--- src/hdl/per_channel_gain_saturate_macros.svh ---
// Assertion macros for the per-channel gain block.
// Included by pcgs_peak, the RTL file that carries concurrent checks; no other dependency.
`ifndef PER_CHANNEL_GAIN_SATURATE_MACROS_SVH
`define PER_CHANNEL_GAIN_SATURATE_MACROS_SVH
`ifndef SYNTH
// Checked on rising clk, switched off while rst_n is low.
`define PCGS_ASSERT(lbl, prop, msg) \
  lbl: assert property (@(posedge clk) disable iff (!rst_n) prop) else $error(msg);
// Checked on every rising clk, reset included.
`define PCGS_ASSERT_ALWAYS(lbl, prop, msg) \
  lbl: assert property (@(posedge clk) prop) else $error(msg);
`else
`define PCGS_ASSERT(lbl, prop, msg)
`define PCGS_ASSERT_ALWAYS(lbl, prop, msg)
`endif
`endif

--- src/hdl/pcgs_pkg.sv ---
// Shared widths, register indexes, format codes and stage types for the gain block.
// No dependencies.
`timescale 1ns / 1ps

package pcgs_pkg;

  localparam int SAMPLE_W   = 32;
  localparam int GAIN_W     = 31;
  localparam int CHAN_W     = 2;
  localparam int FMT_W      = 2;
  localparam int COUNT_W    = 3;
  localparam int CFG_IDX_W  = 3;
  localparam int CFG_DATA_W = 32;
  localparam int PROD_W     = 64;

  localparam int MAX_CHANNELS_DEF   = 4;
  localparam int GAIN_FRAC_BITS_DEF = 16;

  // configuration register indexes
  localparam logic [CFG_IDX_W-1:0] CFG_FORMAT = 3'd0;
  localparam logic [CFG_IDX_W-1:0] CFG_COUNT  = 3'd1;
  localparam logic [CFG_IDX_W-1:0] CFG_GAIN0  = 3'd2;

  // sample format codes
  localparam logic [FMT_W-1:0] FMT_16 = 2'd0;
  localparam logic [FMT_W-1:0] FMT_24 = 2'd1;
  localparam logic [FMT_W-1:0] FMT_32 = 2'd2;

  localparam logic [FMT_W-1:0]   FORMAT_RESET = FMT_32;
  localparam logic [COUNT_W-1:0] COUNT_RESET  = 3'd2;
  localparam logic [GAIN_W-1:0]  GAIN_RESET   = 31'd65536;

  localparam logic signed [SAMPLE_W-1:0] PEAK_RESET = 32'sh8000_0000;

  typedef struct packed {
    logic [FMT_W-1:0]   fmt;
    logic [COUNT_W-1:0] count;  // already clamped to 1..MAX_CHANNELS
  } pcgs_cfg_t;

  typedef struct packed {
    logic                       vld;
    logic [CHAN_W-1:0]          ch;
    logic                       last;
    logic signed [SAMPLE_W-1:0] y;
  } pcgs_item_t;

  typedef struct packed {
    logic signed [SAMPLE_W-1:0] sample;
    logic [CHAN_W-1:0]          ch;
    logic signed [SAMPLE_W-1:0] peak;
    logic                       last;
  } pcgs_res_t;

endpackage

--- src/hdl/pcgs_ram.sv ---
// Generic single-write, single-read synchronous RAM with registered read data.
// No dependencies.
`timescale 1ns / 1ps

module pcgs_ram #(
  parameter int WIDTH = 32,
  parameter int DEPTH = 4,
  parameter int AW    = (DEPTH > 1) ? $clog2(DEPTH) : 1
) (
  input  logic             clk,
  input  logic             we,
  input  logic [AW-1:0]    waddr,
  input  logic [WIDTH-1:0] wdata,
  input  logic [AW-1:0]    raddr,
  output logic [WIDTH-1:0] rdata
);

  logic [WIDTH-1:0] mem_r [DEPTH];

  always_ff @(posedge clk) begin
    if (we) begin
      mem_r[waddr] <= wdata;
    end
    rdata <= mem_r[raddr];
  end

endmodule

--- src/hdl/pcgs_peak.sv ---
// Peak tracker: read-modify-write of the per-channel peak RAM, and the output register.
// Depends on pcgs_pkg, pcgs_ram and per_channel_gain_saturate_macros.svh.
`timescale 1ns / 1ps
`include "per_channel_gain_saturate_macros.svh"

module pcgs_peak
  import pcgs_pkg::*;
#(
  parameter int MAX_CHANNELS = MAX_CHANNELS_DEF,
  parameter int CH_W         = (MAX_CHANNELS > 1) ? $clog2(MAX_CHANNELS) : 1
) (
  input  logic       clk,
  input  logic       rst_n,
  input  pcgs_item_t item_i,
  input  logic       out_ready,
  output logic       advance,
  output logic       out_vld,
  output pcgs_res_t  res_o
);

  pcgs_item_t                 s4_r;
  logic [MAX_CHANNELS-1:0]    pk_vld_r;
  logic                       fwd_vld_r;
  logic [CH_W-1:0]            fwd_ch_r;
  logic signed [SAMPLE_W-1:0] fwd_val_r;
  logic                       out_vld_r;
  pcgs_res_t                  res_r, res_nxt;

  logic [CH_W-1:0]            raddr, s4_ch;
  logic [SAMPLE_W-1:0]        rdata;
  logic signed [SAMPLE_W-1:0] old_pk, new_pk;
  logic                       we;

  assign advance = !out_vld_r || out_ready;
  assign s4_ch   = s4_r.ch[CH_W-1:0];
  // on a stall keep reading the held item's entry so read data stays aligned
  assign raddr   = advance ? item_i.ch[CH_W-1:0] : s4_ch;
  assign we      = advance && s4_r.vld;

  pcgs_ram #(
    .WIDTH (SAMPLE_W),
    .DEPTH (MAX_CHANNELS)
  ) u_peak_ram (
    .clk   (clk),
    .we    (we),
    .waddr (s4_ch),
    .wdata (new_pk),
    .raddr (raddr),
    .rdata (rdata)
  );

  // the RAM returns pre-write data, so the latest write is forwarded
  always_comb begin
    if (!pk_vld_r[s4_ch]) begin
      old_pk = PEAK_RESET;
    end else if (fwd_vld_r && fwd_ch_r == s4_ch) begin
      old_pk = fwd_val_r;
    end else begin
      old_pk = $signed(rdata);
    end
    new_pk         = (s4_r.y > old_pk) ? s4_r.y : old_pk;
    res_nxt.sample = s4_r.y;
    res_nxt.ch     = s4_r.ch;
    res_nxt.peak   = new_pk;
    res_nxt.last   = s4_r.last;
  end

  always_ff @(posedge clk) begin
    if (!rst_n) begin
      s4_r.vld  <= 1'b0;
      out_vld_r <= 1'b0;
      pk_vld_r  <= '0;
      fwd_vld_r <= 1'b0;
    end else if (advance) begin
      s4_r      <= item_i;
      out_vld_r <= s4_r.vld;
      if (we) begin
        if (s4_r.last) begin
          // end of block: every peak reads as reset from here on
          pk_vld_r  <= '0;
          fwd_vld_r <= 1'b0;
        end else begin
          pk_vld_r[s4_ch] <= 1'b1;
          fwd_vld_r       <= 1'b1;
        end
      end
    end
  end

  always_ff @(posedge clk) begin
    if (advance) begin
      res_r <= res_nxt;
    end
    if (we) begin
      fwd_ch_r  <= s4_ch;
      fwd_val_r <= new_pk;
    end
  end

  assign out_vld = out_vld_r;
  assign res_o   = res_r;

  `PCGS_ASSERT(a_peak_ge_sample, out_vld_r |-> (res_r.peak >= res_r.sample), "peak below sample")
  `PCGS_ASSERT(a_block_clear, (we && s4_r.last) |=> (pk_vld_r == '0 && !fwd_vld_r), "peaks not cleared at block end")
  `PCGS_ASSERT_ALWAYS(a_fwd_entry_live, fwd_vld_r |-> pk_vld_r[fwd_ch_r], "forward entry not valid")
  `PCGS_ASSERT(a_write_loads_out, we |=> out_vld_r, "peak written without a result")

endmodule

--- config.mk ---
export PLATFORM = sky130hd
export DESIGN_NAME = pcgs_peak
export DESIGN_NICKNAME = d
export VERILOG_FILES = /design/src/hdl/pcgs_pkg.sv /design/src/hdl/pcgs_ram.sv /design/src/hdl/pcgs_peak.sv
export VERILOG_INCLUDE_DIRS = /design/src /design/src/hdl
export SDC_FILE = /design/constraint.sdc
export NUM_CORES = 1
export LEC_CHECK = 0
export BUFFER_PORTS_ARGS = -buffer_cell sky130_fd_sc_hd__buf_2
export CAP_MARGIN = 40
export CORE_UTILIZATION = 59
export CTS_CLUSTER_DIAMETER = 100
export DETAILED_ROUTE_END_ITERATION = 8
export HOLD_SLACK_MARGIN = 0.12
export PLACE_DENSITY = 0.81
export REMOVE_ABC_BUFFERS = 1
export SKIP_CTS_REPAIR_TIMING = 1
export SYNTH_ARGS = -nofsm -noshare
export SYNTH_HDL_FRONTEND = slang
export SYNTH_SLANG_ARGS = --single-unit
--- constraint.sdc ---
create_clock -name clk -period 8 [get_ports clk]
set_clock_uncertainty 0.15 [all_clocks]
set_input_delay 0.8 -clock clk [delete_from_list [all_inputs] [get_ports clk]]
set_output_delay 0.8 -clock clk [all_outputs]
set_load 0.01 [all_outputs]
==> results.cfg <==
[synth]
yosysSeqAreaShare_pct = 76.1
ys_types = 38
synth_seq_cells = 303
synthFlopType = edfxtp_1
avgSynthCellArea_um2 = 19.3
netlist_instances = 594
synth_edf_count = 264
syn-cell-area_um2 = 11400
yosysWarnings = 0
async_flop_share_pct = 0

[flow_run]
maxCapViolations = 0

[power]
p_leak_nw = 5.10
max-vdd-ir-drop_v = 0.000213
p_per_area_nw_per_um2 = 258

[clock_tree]
cts_buffers = 29
cts.path.max_buffers = 3
clock-sinks = 303
cts_tree = yes
htreeDepth = 1
clk_pin_slew_ps = 60
clk_latency_ps = 530
cts_root_buf = clkbuf_16

[die]
dieWidth_um = 141
io-pin-count = 108
die_area_um2 = 19900
core_um2 = 18800
initial_core_util_pct = 60.7
rows = 50
die_height_um = 141

[worst_setup_path]
crit_required_ps = 8090
cp_data_arrival_time_ps = 5050
cp-end-kind = flip-flop
cp_max_fo = 32
worstSetupStartpointType = flip-flop
r2r_cells = 13
critical_path_class = reg -> reg

[drt]
drt_iter0_markers = 334
route.detailed.drc = 0
drtAntennaViolNets = 0
via_per_inst = 5.57
routed_wl_um = 20900
num_vias = 5596
wl_per_cell_um = 20.8
first_pass_iters = 5

[layout]
multi_input_area_um2 = 2510
synthToLayoutAreaGrowth_pct = 15.9
nFillCells = 1157
drive_gt1_share_pct = 27.7
final_common_cell = edfxtp_1
layout.nets = 796
n_antenna_cell = 0
final_cell_mix = 264 x edfxtp_1, 107 x buf_2, 63 x mux2i_1
final_area_um2 = 13300
layout.area.seq_um2 = 8710

[grt]
grt_pass1_vias = 6008
grt_first_pass_wirelength_um = 31900
grt_max_degree = 47
grt_use_total_pct = 21.5
grt-ovfl-total = 0
antenna_found_initial = 0

[timing]
maxSlewViolCount = 0
worst_slew_pin_slew_ps = 734
finalHoldViolCount = 0
max_slew_margin_pct = 51.0
rsz0062_at_grt = false
max_freq_mhz = 202
period_share_pct = 61.9
fin_tns_setup_ps = 0
period_minus_slack_ps = 4950
setup-violations-final = 0

[min_path]
min_path_cells = 1
hp-class = in -> reg

[placed_design]
port_buffers = 107
place.gp.congestion = 0.774
place_area_um2 = 12300
dp_hpwl_um = 12900

[run_status]
outcome = finished, final reports clean
[cells in the mapped netlist, types with 2 or more instances]
| master | n | share of area [%] |
|---|---|---|
| edfxtp_1 | 264 | 69 |
| mux2i_1 | 65 | 5.7 |
| dfxtp_1 | 39 | 6.8 |
| inv_1 | 35 | 1.1 |
| mux4_2 | 33 | 6.5 |
| ha_1 | 32 | 3.5 |
| nand2b_1 | 31 | 1.7 |
| a21oi_1 | 12 | 0.53 |
| nand2_1 | 11 | 0.36 |
| clkbuf_1 | 9 | 0.30 |
| nand4_1 | 7 | 0.38 |
| buf_2 | 6 | 0.26 |
| nand3_1 | 5 | 0.22 |
| buf_12 | 4 | 0.70 |
| nor2_1 | 4 | 0.13 |
| o21a_1 | 4 | 0.26 |
| o21ai_0 | 4 | 0.18 |
| a21o_1 | 3 | 0.20 |
| and2_1 | 3 | 0.16 |
| nor2b_1 | 3 | 0.16 |
| a21boi_0 | 2 | 0.13 |
| xnor2_1 | 2 | 0.15 |
[per-stage QoR]
stage | std cells | utilization, % | power, mW | worst slack (ps) | hold slack, ps
3_3_place_gp | 950 | 65.2 | 2.13 | 3320 | 296
2_1_floorplan | 575 | - | 2.05 | 1320 | 285
4_1_cts | 1005 | 70.4 | 3.45 | 3040 | 276
3_5_place_dp | 954 | 65.5 | 2.15 | 3040 | 313
6_report | 1005 | 70.4 | 3.42 | 3050 | 296
5_1_grt | 1005 | 70.4 | 3.54 | 2780 | 278
[power by group]
group / leakage [nW] / internal [mW] / switching (mW) / total, mW
sequential: 2.88 / 1.83 / 0.0362 / 1.87
combinational: 1.78 / 0.102 / 0.144 / 0.247
clock: 0.449 / 0.774 / 0.531 / 1.31
total: 5.10 / 2.71 / 0.711 / 3.42
[cell type report]
cell class | instances | share of cell area [%]
clock buffers | 42 | 6.22
clock inverters | 9 | 0.745
inverters | 35 | 0.991
multi-input cells | 237 | 18.9
flip-flops and latches | 303 | 65.7
well taps | 260 | 2.45
repair buffers | 119 | 4.99
[per-layer routing]
layer | vias to the layer above | track usage (%) | wire [µm]
met5 | - | 0 | 0
met4 | 0 | 6.75 | 439
met3 | 41 | 2.92 | 1130
met2 | 184 | 36.5 | 10300
met1 | 2819 | 29.3 | 9010
li1 | 2552 | - | -
[worst max-delay path, cell delays in order, from the launching register on]
cell	delay, ps
edfxtp_1	590
xnor2_1	230
nand3_2	90
buf_4	520
mux2i_1	160
nand2b_1	200
ha_1	360
a21oi_2	140
o21ai_1	80
a221o_1	330
or3_1	340
a211oi_2	270
mux2_4	620
mux2i_1	580
[sequential cells by signal, indices dropped and copies added (netlist names), 2 cells and up]
signal            cells
u_peak_ram.mem_r    128
res_o                67
res_nxt              33
fwd_val_r            32
u_peak_ram.rdata     32
pk_vld_r              4
fwd_ch_r              2
s4_ch                 2
[kinds of logic (layout without fill, tap and decap cells)]
kind of cell	Yosys count	in the layout	share of synthesized area [%]
AND/OR/NAND/NOR	71	71	3.59
adder cells (fa/ha/maj)	32	32	3.50
XOR/XNOR	2	2	0.153
AO/OA/AOI/OAI	32	32	1.80
multiplexers	100	100	12.4
buffers and inverters	54	205	2.41
flip-flops	303	303	76.1
[final timing paths]
kind                    to        start  slack [ps]
min reg2reg    pk_vld_r[1]  pk_vld_r[1]         320
min            res_nxt[59]   item_i[24]         300
max reg2reg  fwd_val_r[14]     s4_ch[0]        3050
max          fwd_val_r[14]     s4_ch[0]        3050
Note: power is estimated with default switching activity, not from simulation.
