==> config.mk <==
export PLATFORM = sky130hd
export DESIGN_NAME = pcgs_cfg
export DESIGN_NICKNAME = d
export VERILOG_FILES = /design/src/hdl/per_channel_gain_saturate_macros.svh /design/src/hdl/pcgs_pkg.sv /design/src/hdl/pcgs_cfg.sv
export SDC_FILE = /design/constraint.sdc
export NUM_CORES = 1
export LEC_CHECK = 0
export BUFFER_PORTS_ARGS = -buffer_cell sky130_fd_sc_hd__buf_2
export CAP_MARGIN = 20
export CORE_MARGIN = 5
export CORE_UTILIZATION = 46
export DETAILED_ROUTE_END_ITERATION = 6
export PLACE_DENSITY = 0.83
export SKIP_LAST_GASP = 1
export SYNTH_ARGS = -nofsm -noshare
export SYNTH_HDL_FRONTEND = slang
export SYNTH_SLANG_ARGS = --single-unit
==> constraint.sdc <==
create_clock -name clk -period 1.3 [get_ports clk]
set_input_delay 0.26 -clock clk [delete_from_list [all_inputs] [get_ports clk]]
set_output_delay 0.26 -clock clk [all_outputs]
set_load 0.02 [all_outputs]
==> src/hdl/per_channel_gain_saturate_macros.svh <==
// Assertion macros for the per-channel gain block.
// Included by pcgs_peak, the RTL file that carries concurrent checks; no other dependency.
`ifndef PER_CHANNEL_GAIN_SATURATE_MACROS_SVH
`define PER_CHANNEL_GAIN_SATURATE_MACROS_SVH
`ifndef SYNTH
// Checked on rising clk, switched off while rst_n is low.
`define PCGS_ASSERT(lbl, prop, msg) \
  lbl: assert property (@(posedge clk) disable iff (!rst_n) prop) else $error(msg);
// Checked on every rising clk, reset included.
`define PCGS_ASSERT_ALWAYS(lbl, prop, msg) \
  lbl: assert property (@(posedge clk) prop) else $error(msg);
`else
`define PCGS_ASSERT(lbl, prop, msg)
`define PCGS_ASSERT_ALWAYS(lbl, prop, msg)
`endif
`endif

==> src/hdl/pcgs_pkg.sv <==
// Shared widths, register indexes, format codes and stage types for the gain block.
// No dependencies.
`timescale 1ns / 1ps

package pcgs_pkg;

  localparam int SAMPLE_W   = 32;
  localparam int GAIN_W     = 31;
  localparam int CHAN_W     = 2;
  localparam int FMT_W      = 2;
  localparam int COUNT_W    = 3;
  localparam int CFG_IDX_W  = 3;
  localparam int CFG_DATA_W = 32;
  localparam int PROD_W     = 64;

  localparam int MAX_CHANNELS_DEF   = 4;
  localparam int GAIN_FRAC_BITS_DEF = 16;

  // configuration register indexes
  localparam logic [CFG_IDX_W-1:0] CFG_FORMAT = 3'd0;
  localparam logic [CFG_IDX_W-1:0] CFG_COUNT  = 3'd1;
  localparam logic [CFG_IDX_W-1:0] CFG_GAIN0  = 3'd2;

  // sample format codes
  localparam logic [FMT_W-1:0] FMT_16 = 2'd0;
  localparam logic [FMT_W-1:0] FMT_24 = 2'd1;
  localparam logic [FMT_W-1:0] FMT_32 = 2'd2;

  localparam logic [FMT_W-1:0]   FORMAT_RESET = FMT_32;
  localparam logic [COUNT_W-1:0] COUNT_RESET  = 3'd2;
  localparam logic [GAIN_W-1:0]  GAIN_RESET   = 31'd65536;

  localparam logic signed [SAMPLE_W-1:0] PEAK_RESET = 32'sh8000_0000;

  typedef struct packed {
    logic [FMT_W-1:0]   fmt;
    logic [COUNT_W-1:0] count;  // already clamped to 1..MAX_CHANNELS
  } pcgs_cfg_t;

  typedef struct packed {
    logic                       vld;
    logic [CHAN_W-1:0]          ch;
    logic                       last;
    logic signed [SAMPLE_W-1:0] y;
  } pcgs_item_t;

  typedef struct packed {
    logic signed [SAMPLE_W-1:0] sample;
    logic [CHAN_W-1:0]          ch;
    logic signed [SAMPLE_W-1:0] peak;
    logic                       last;
  } pcgs_res_t;

endpackage

==> src/hdl/pcgs_cfg.sv <==
// Configuration registers: sample format, channel count and per-channel gains.
// Depends on pcgs_pkg.
`timescale 1ns / 1ps

module pcgs_cfg
  import pcgs_pkg::*;
#(
  parameter int MAX_CHANNELS = MAX_CHANNELS_DEF,
  parameter int CH_W         = (MAX_CHANNELS > 1) ? $clog2(MAX_CHANNELS) : 1
) (
  input  logic                  clk,
  input  logic                  rst_n,
  input  logic                  cfg_valid,
  output logic                  cfg_ready,
  input  logic [CFG_IDX_W-1:0]  cfg_index,
  input  logic [CFG_DATA_W-1:0] cfg_data,
  output pcgs_cfg_t             cfg_o,
  output logic [GAIN_W-1:0]     gain_o [MAX_CHANNELS]
);

  localparam logic [COUNT_W-1:0] COUNT_MAX = COUNT_W'(MAX_CHANNELS);

  logic [FMT_W-1:0]     fmt_r;
  logic [COUNT_W-1:0]   count_r;
  logic [GAIN_W-1:0]    gain_r [MAX_CHANNELS];
  logic                 wr;
  logic [CFG_IDX_W-1:0] gidx;

  assign cfg_ready = 1'b1;
  assign wr        = cfg_valid && cfg_ready;
  assign gidx      = cfg_index - CFG_GAIN0;

  always_ff @(posedge clk) begin
    if (!rst_n) begin
      fmt_r   <= FORMAT_RESET;
      count_r <= COUNT_RESET;
      for (int i = 0; i < MAX_CHANNELS; i++) begin
        gain_r[i] <= GAIN_RESET;
      end
    end else if (wr) begin
      if (cfg_index == CFG_FORMAT) begin
        fmt_r <= cfg_data[FMT_W-1:0];
      end
      if (cfg_index == CFG_COUNT) begin
        count_r <= cfg_data[COUNT_W-1:0];
      end
      // gains of channels the build does not have are dropped
      if (cfg_index >= CFG_GAIN0 && gidx < CFG_IDX_W'(MAX_CHANNELS)) begin
        gain_r[gidx[CH_W-1:0]] <= cfg_data[GAIN_W-1:0];
      end
    end
  end

  always_comb begin
    cfg_o.fmt = fmt_r;
    if (count_r == '0) begin
      cfg_o.count = COUNT_W'(1);
    end else if (count_r > COUNT_MAX) begin
      cfg_o.count = COUNT_MAX;
    end else begin
      cfg_o.count = count_r;
    end
  end

  assign gain_o = gain_r;

endmodule

==> results of run 1 <==
## cell families (layout without fill, tap and decap cells)
| group | count (synthesis) | after routing | synth area share |
|---|---|---|---|
| AOI/OAI and AO/OA | 1 | 1 | 0.00105 |
| buffers and inverters | 35 | 217 | 0.0394 |
| DFF | 129 | 129 | 0.542 |
| muxes | 129 | 129 | 0.271 |
| other | 1 | 1 | 0.000787 |
| and+or+nand+nor | 168 | 168 | 0.146 |
## sequential cells by signal (all words and copies together), names as in the netlist
register,count
gain_o,124
count_r,3
fmt_r,2
## worst max path at each step
stage / slack (ns) / start / endpoint / cells past startpoint
3_5_place_dp: -0.04 / cfg_index[1] / gain_o[59] / 4
5_1_grt: -0.15 / count_r[0] / cfg_o[0] / 3
3_3_place_gp: 0.02 / cfg_index[1] / gain_o[57] / 4
4_1_cts: -0.13 / count_r[0] / cfg_o[0] / 3
2_1_floorplan: 0.24 / rst_n / gain_o[0] / 5
6_report: -0.10 / count_r[0] / cfg_o[0] / 3
## synth_stat cells
master	instances	area share
inv_1	1	0.00079
buf_2	12	0.013
nor2b_1	9	0.012
conb_1	1	0.00079
buf_4	5	0.0079
and4bb_1	1	0.0026
and4bb_2	1	0.0026
dfxtp_1	129	0.54
nand2_1	153	0.12
nand4b_1	2	0.0037
buf_6	3	0.0071
clkbuf_1	14	0.011
nor4b_1	1	0.0018
mux2i_1	129	0.27
a21oi_1	1	0.0010
nand4bb_1	1	0.0024
## per-stage QoR
step | TNS [ns] | cells | util | worst slack (ns)
after global placement | 0 | 749 | 0.573 | 0.0229
after global routing | -0.320 | 781 | 0.664 | -0.146
after floorplan | 0 | 463 | - | 0.240
after CTS | -0.230 | 781 | 0.638 | -0.125
final | -0.189 | 781 | 0.664 | -0.102
after detailed placement | -0.177 | 749 | 0.573 | -0.0386
## repair_timing
action,CTS,global route
gates resized for setup,36,121
setup endpoints to repair,24,92
setup buffers,0,0
## critical path, delay by kind of cell, from the launching register on
kind	cells	cell delay, ns
buf+inv	2	0.18
compound gates	1	0.15
flops	1	0.32
## layer usage
layer | wire [um] | GRT usage | up-vias
met3 | 833 | 0.0652 | 14
met4 | 161 | 0.0665 | 0
met1 | 5260 | 0.233 | 1802
li1 | - | - | 1862
met2 | 6280 | 0.324 | 128
met5 | 0 | 0 | -
## where the power goes
group	internal [W]	total (W)	switching, W
Combinational	0.000301	0.000708	0.000407
Clock	0.00291	0.00457	0.00166
Sequential	0.00405	0.00410	0.0000523
## area by class of cell
type	instances	area [um2]	share of cell area
multi-input combinational	299	2020	0.298
sequential	129	2640	0.389
inverter	1	3.75	0.000553
tap	136	170	0.0251
timing repair buffer	184	1380	0.203
clock inverter	10	108	0.0158
clock buffer	22	473	0.0696
==> metrics.txt, run 1 <==
RSZ-0062 raised after global routing=yes; initial DRC count=109; nature of the critical path endpoint=output port; dpl hpwl=8.65 mm; ANT nets after route=0; layout cells sized above 1=0.408; highest-count cells in the layout ignoring fill and taps=nand2_1 (153), mux2i_1 (129), buf_4 (105); Mapped Nets=501; gr usage total=0.194; die area=0.0125 mm2; PortBufs=165; Worst R2R Path Depth=2; critical path arrival=1.14 ns; worst hold path stage count=3; Final Cell Area=0.00679 mm2; Crit Path Category=flop to output port; first-pass GRT wire length=19.6 mm; Syn. warnings=0; Final period util=1.08; Lkg Pwr=3.49 nW; Syn Area/Cell=10.3 um2; CTS Buf Count=17; hold_buf cts=0; final hold vios=0; setup slack, reg-to-reg=0.63 ns; pwr/cell area=1380 mW/mm2; Distinct cells, synth=16; Yosys reg bits=129; cells after synthesis=463; clk_lat worst skew=0.50 ns; run status=complete, but fails checks; clk sinks=129; H-tree Lvls=4; Setup Viol. Count Final=2; fin nets=670; Rows=37; RePlAce Congestion=0.738; vias per inst=4.87; root buffer cell=clkbuf_8; clk_skew=0 ns; number of max-cap violations=0; max-slew violation count=0; Tot Pwr=0.00938 W; final WL=12.5 mm; CP peak stage delay=0.32 ns; hold wc startpoint=cfg_data[16]; DRC Markers=0; Fillers=781; Crit Path Max Fanout=2; Die Wd=112 um; vias in the first global route=3952; CP max-delay cell=dfxtp_2; CP startpoint kind=flop; CTS tree=yes; DIE HEIGHT=112 um; DR WL/cell=16.0 um; failing checks=setup timing; FMAX=713 MHz; register area share after synthesis=0.542; Clock Path Buffers=2; worst r2r src=gain_o[117]; Worst Setup Slack, final=-0.102 ns; CP required=1.04 ns; Netlist Area Pre-Place=0.00476 mm2; minimum clock period=1.40 ns; antenna cell count=0; commonest non-fill, non-tap cell in the layout=nand2_1; VDD IR max=0.783 mV; vias after detailed routing=3806; worst path cell trace=inv_1 > a21oi_2 > buf_6; Post-DP Area=0.00586 mm2; WHS=0.0513 ns; Core ar.=0.0102 mm2; area grow syn2layout=42.6%; gr ovfl total=0; clk slew on worst S/H paths=0.06 ns; Hold WC Path Type=input port to flop; drt pass-1 iters=5; initial antenna violation count=0; Starting Density=0.466; I/O pin count=168; maximum number of pins on one net before global-route repair=40; Hold EP=gain_o[109]; reg-to-reg critical path endpoint=gain_o[117]
Note: power is estimated with default switching activity, not from simulation.
==> run 2, diff against run 1 <==
--- a/config.mk
+++ b/config.mk
@@ -11,7 +11,6 @@
 export CORE_UTILIZATION = 46
 export DETAILED_ROUTE_END_ITERATION = 6
 export PLACE_DENSITY = 0.83
-export SKIP_LAST_GASP = 1
 export SYNTH_ARGS = -nofsm -noshare
 export SYNTH_HDL_FRONTEND = slang
 export SYNTH_SLANG_ARGS = --single-unit
==> constraint.sdc (replaced) <==
create_clock -name clk -period 1.72 [get_ports clk]
set_input_delay 0.344 -clock clk [delete_from_list [all_inputs] [get_ports clk]]
set_output_delay 0.344 -clock clk [all_outputs]
set_load 0.02 [all_outputs]
==> metrics.txt, run 2 (synthesis results as in run 1) <==
Crit Path Max Fanout=2; CP required=1.38 ns; H-tree Lvls=4; DIE HEIGHT=112 um; Hold WC Path Type=input port to flop; Crit Path Category=flop to output port; Setup Total Neg Slack=0 ns; root buffer cell=clkbuf_8; VDD IR max=0.528 mV; vias in the first global route=3912; RePlAce Congestion=0.774; die area=0.0125 mm2; critical path arrival=1.20 ns; PortBufs=165; Fillers=859; CP startpoint kind=flop; run status=completed; max-slew violation count=0; layout cells sized above 1=0.326; initial antenna violation count=0; gr ovfl total=0; Setup Buffers After CTS=0; minimum clock period=1.55 ns; first-pass GRT wire length=19.3 mm; setup slack, reg-to-reg=1.08 ns; WHS=0.153 ns; pwr/cell area=1070 mW/mm2; RSZ-0062 raised after global routing=no; hold_buf cts=0; Hold EP=gain_o[16]; ANT nets after route=0; vias after detailed routing=3798; reg-to-reg critical path endpoint=gain_o[34]; Rows=37; highest-count cells in the layout ignoring fill and taps=buf_2 (164), nand2_1 (153), mux2i_1 (129), dfxtp_1 (129), clkbuf_16 (16); CTS tree=yes; clk slew on worst S/H paths=0.06 ns; final hold vios=0; Final period util=0.899; final WL=11.7 mm; number of max-cap violations=0; FMAX=646 MHz; maximum number of pins on one net before global-route repair=69; DRC Markers=0; fin nets=665; dpl hpwl=8.45 mm; gr usage total=0.188; drt pass-1 iters=4; CTS Buf Count=17; hold wc startpoint=cfg_data[16]; vias per inst=4.91; Clock Path Buffers=2; antenna cell count=0; Starting Density=0.466; nature of the critical path endpoint=output port; area grow syn2layout=31.4%; clk sinks=129; Lkg Pwr=3.38 nW; Die Wd=112 um; worst r2r src=gain_o[34]; max reg flops=124; DR WL/cell=15.2 um; initial DRC count=183; Worst R2R Path Depth=2; clk_skew=0 ns; Setup Viol. Count Final=0; I/O pin count=168; post-cts sizing count=0; commonest non-fill, non-tap cell in the layout=buf_2; clk_lat worst skew=0.50 ns; worst hold path stage count=3; Core ar.=0.0102 mm2
[run 2: cell count changes in the layout (fill, tap and decap cells not counted), sizes merged]
cell	delta
buf	-5
bufinv	-1
clkinv	+2
clkinvlp	-3
[run 2: layout make-up]
| class | instances | area [um2] | area share |
|---|---|---|---|
| clock buffers | 22 | 443 | 0.0708 |
| clock inverters | 8 | 65.1 | 0.0104 |
| well taps | 136 | 170 | 0.0272 |
| flip-flops and latches | 129 | 2580 | 0.413 |
| repair buffers | 179 | 983 | 0.157 |
| inverters | 1 | 3.75 | 0.000600 |
| multi-input cells | 299 | 2010 | 0.321 |
[run 2: worst max-delay path: stages, from the launching register on]
cell	delay, ns
dfxtp_1	0.34
inv_1	0.05
a21oi_1	0.13
buf_2	0.19
[run 2: worst max path at each step]
stage                 startpoint         end  cells past startpoint
finish                count_r[0]    cfg_o[0]                      3
global route          count_r[0]    cfg_o[0]                      3
CTS                   count_r[0]    cfg_o[0]                      3
detailed placement  cfg_index[1]  gain_o[51]                      4
global placement    cfg_index[1]  gain_o[55]                      4
floorplan                  rst_n   gain_o[0]                      5
[run 2: through the flow]
step | util | setup WS, ns | power, W | cells | instance area, um2
floorplan | - | 0.576 | 0.00345 | 463 | 4760
global placement | 0.562 | 0.320 | 0.00361 | 744 | 5750
detailed placement | 0.562 | 0.279 | 0.00363 | 744 | 5750
CTS | 0.612 | 0.134 | 0.00673 | 774 | 6260
global route | 0.612 | 0.0838 | 0.00691 | 774 | 6260
finish | 0.612 | 0.173 | 0.00667 | 774 | 6260
[run 2: report_power, final]
group / internal [W] / switching (W) / leakage, nW
Combinational: 0.000177 / 0.000298 / 2.07
Sequential: 0.00306 / 0.0000356 / 1.04
Clock: 0.00192 / 0.00119 / 0.258
Total: 0.00515 / 0.00152 / 3.38
[run 2: per-layer routing]
metal / GRT usage / vias up / part of all wire
met3: 0.0652 / 18 / 0.068
met5: 0 / - / 0
met2: 0.316 / 127 / 0.49
met1: 0.227 / 1802 / 0.43
li1: - / 1851 / -
met4: 0.0592 / 0 / 0.012
==> run 3, diff against run 2 <==
--- a/config.mk
+++ b/config.mk
@@ -11,6 +11,7 @@
 export CORE_UTILIZATION = 46
 export DETAILED_ROUTE_END_ITERATION = 6
 export PLACE_DENSITY = 0.83
+export RECOVER_POWER = 25
 export SYNTH_ARGS = -nofsm -noshare
 export SYNTH_HDL_FRONTEND = slang
 export SYNTH_SLANG_ARGS = --single-unit
==> metrics.txt, run 3 (synthesis results as in run 1) <==
Clock Power Share=0.466; critical path arrival=1.20 ns; Layout Utilization=0.607; max reg flops=124; fin nets=665; commonest non-fill, non-tap cell in the layout=buf_2; final cell count without fillers=774; CP peak stage delay=0.34 ns; highest-count cells in the layout ignoring fill and taps=buf_2 (162), nand2_1 (153), mux2i_1 (129), dfxtp_1 (129), clkbuf_16 (16); hold_buf cts=0; final WL=11.7 mm; Rows=37; Final period util=0.898; nature of the critical path endpoint=output port; DR WL/cell=15.1 um; root buffer cell=clkbuf_8; Post-DP Area=0.00575 mm2; Hold WC Path Type=input port to flop; clk_skew=0 ns; number of buffers and inverters on the critical path=2; max-slew violation count=0; post-place setup slack=0.279 ns; Clock Path Buffers=2; Setup Viol. Count Final=0; Switching Fraction=0.228; clk slew on worst S/H paths=0.06 ns; gr usage total=0.188; Slew HR=0.267; VDD IR max=0.527 mV; Int Power=0.00514 W; Setup Buffers After CTS=0; pwr/cell area=1070 mW/mm2; vias per inst=4.85; RePlAce Congestion=0.774; CP delay by family, top=flip-flops; Final Cell Area=0.00621 mm2; vias in the first global route=3912; switching power=0.00152 W; I/O pin count=168; Setup Total Neg Slack=0 ns; post-cts sizing count=0; DIE HEIGHT=112 um; Worst-Margin Slew=1.10 ns; FMAX=647 MHz; CP required=1.38 ns; Multi-input gate area=0.00200 mm2; Fillers=868; Comb pwr share=0.070; Register Area=0.00258 mm2; H-tree Lvls=4; number of max-cap violations=0; run status=completed; vias after detailed routing=3754; worst path cell trace=inv_1 > a21oi_1 > buf_2; CTS tree=yes; antenna cell count=0; minimum clock period=1.55 ns; initial antenna violation count=0; CP startpoint kind=flop; initial DRC count=188; Crit Path Category=flop to output port; Sequential Power Share=0.464; Die Wd=112 um; final hold vios=0; clk_lat worst skew=0.50 ns; area grow syn2layout=30.4%; Worst Setup Slack, final=0.175 ns; gr ovfl total=0; ANT nets after route=0; layout cells sized above 1=0.317; drt pass-1 iters=4; Crit Path Max Fanout=2; clk sinks=129; Starting Density=0.466; CTS Buf Count=17; CP max-delay cell=dfxtp_1; Core ar.=0.0102 mm2; die area=0.0125 mm2; RSZ-0062 raised after global routing=no; Lkg Pwr=3.35 nW; PortBufs=165; dpl hpwl=8.45 mm; maximum number of pins on one net before global-route repair=69; first-pass GRT wire length=19.3 mm; DRC Markers=0; Placed Cells=744
-- run 3: metrics by stage --
| step | hold slack, ns | total power, W |
|---|---|---|
| after CTS | 0.135 | 0.00673 |
| after detailed placement | 0.448 | 0.00363 |
| after floorplan | 0.435 | 0.00345 |
| final | 0.149 | 0.00666 |
| after global routing | 0.170 | 0.00690 |
| after global placement | 0.441 | 0.00361 |
-- run 3: worst paths after layout --
kind / startpoint / end / slack [ns] / depth (start not counted)
max: count_r[0] / cfg_o[0] / 0.17 / 3
min: cfg_data[16] / gain_o[109] / 0.15 / 3
max reg2reg: gain_o[114] / gain_o[114] / 1.08 / 2
min reg2reg: gain_o[87] / gain_o[87] / 0.46 / 2
-- run 3: final cells by class --
type / count / area share
clock buffer: 22 / 0.0713
clock inverter: 8 / 0.0105
inverter: 1 / 0.000604
multi-input combinational: 299 / 0.322
sequential: 129 / 0.416
tap: 136 / 0.0274
timing repair buffer: 179 / 0.153
-- run 3: power groups by stage --
stage / Sequential [W] / Combinational (W) / Clock [W]
3_3_place_gp: 0.00315 / 0.000464 / 0
2_1_floorplan: 0.00323 / 0.000218 / 0
4_1_cts: 0.00309 / 0.000479 / 0.00316
5_1_grt: 0.00310 / 0.000505 / 0.00329
3_5_place_dp: 0.00316 / 0.000478 / 0
6_report: 0.00309 / 0.000464 / 0.00310
-- run 3: per-layer routing --
layer | global-route usage | up-vias | routed length, um
li1 | - | 1859 | -
met1 | 0.227 | 1777 | 4970
met2 | 0.316 | 109 | 5840
met3 | 0.0652 | 9 | 778
met4 | 0.0592 | 0 | 73
met5 | 0 | - | 0
-- run 3: tightest hold or removal path, stage by stage --
cell     delay [ns]
buf_2          0.08
nor2b_1        0.07
mux2i_1        0.12
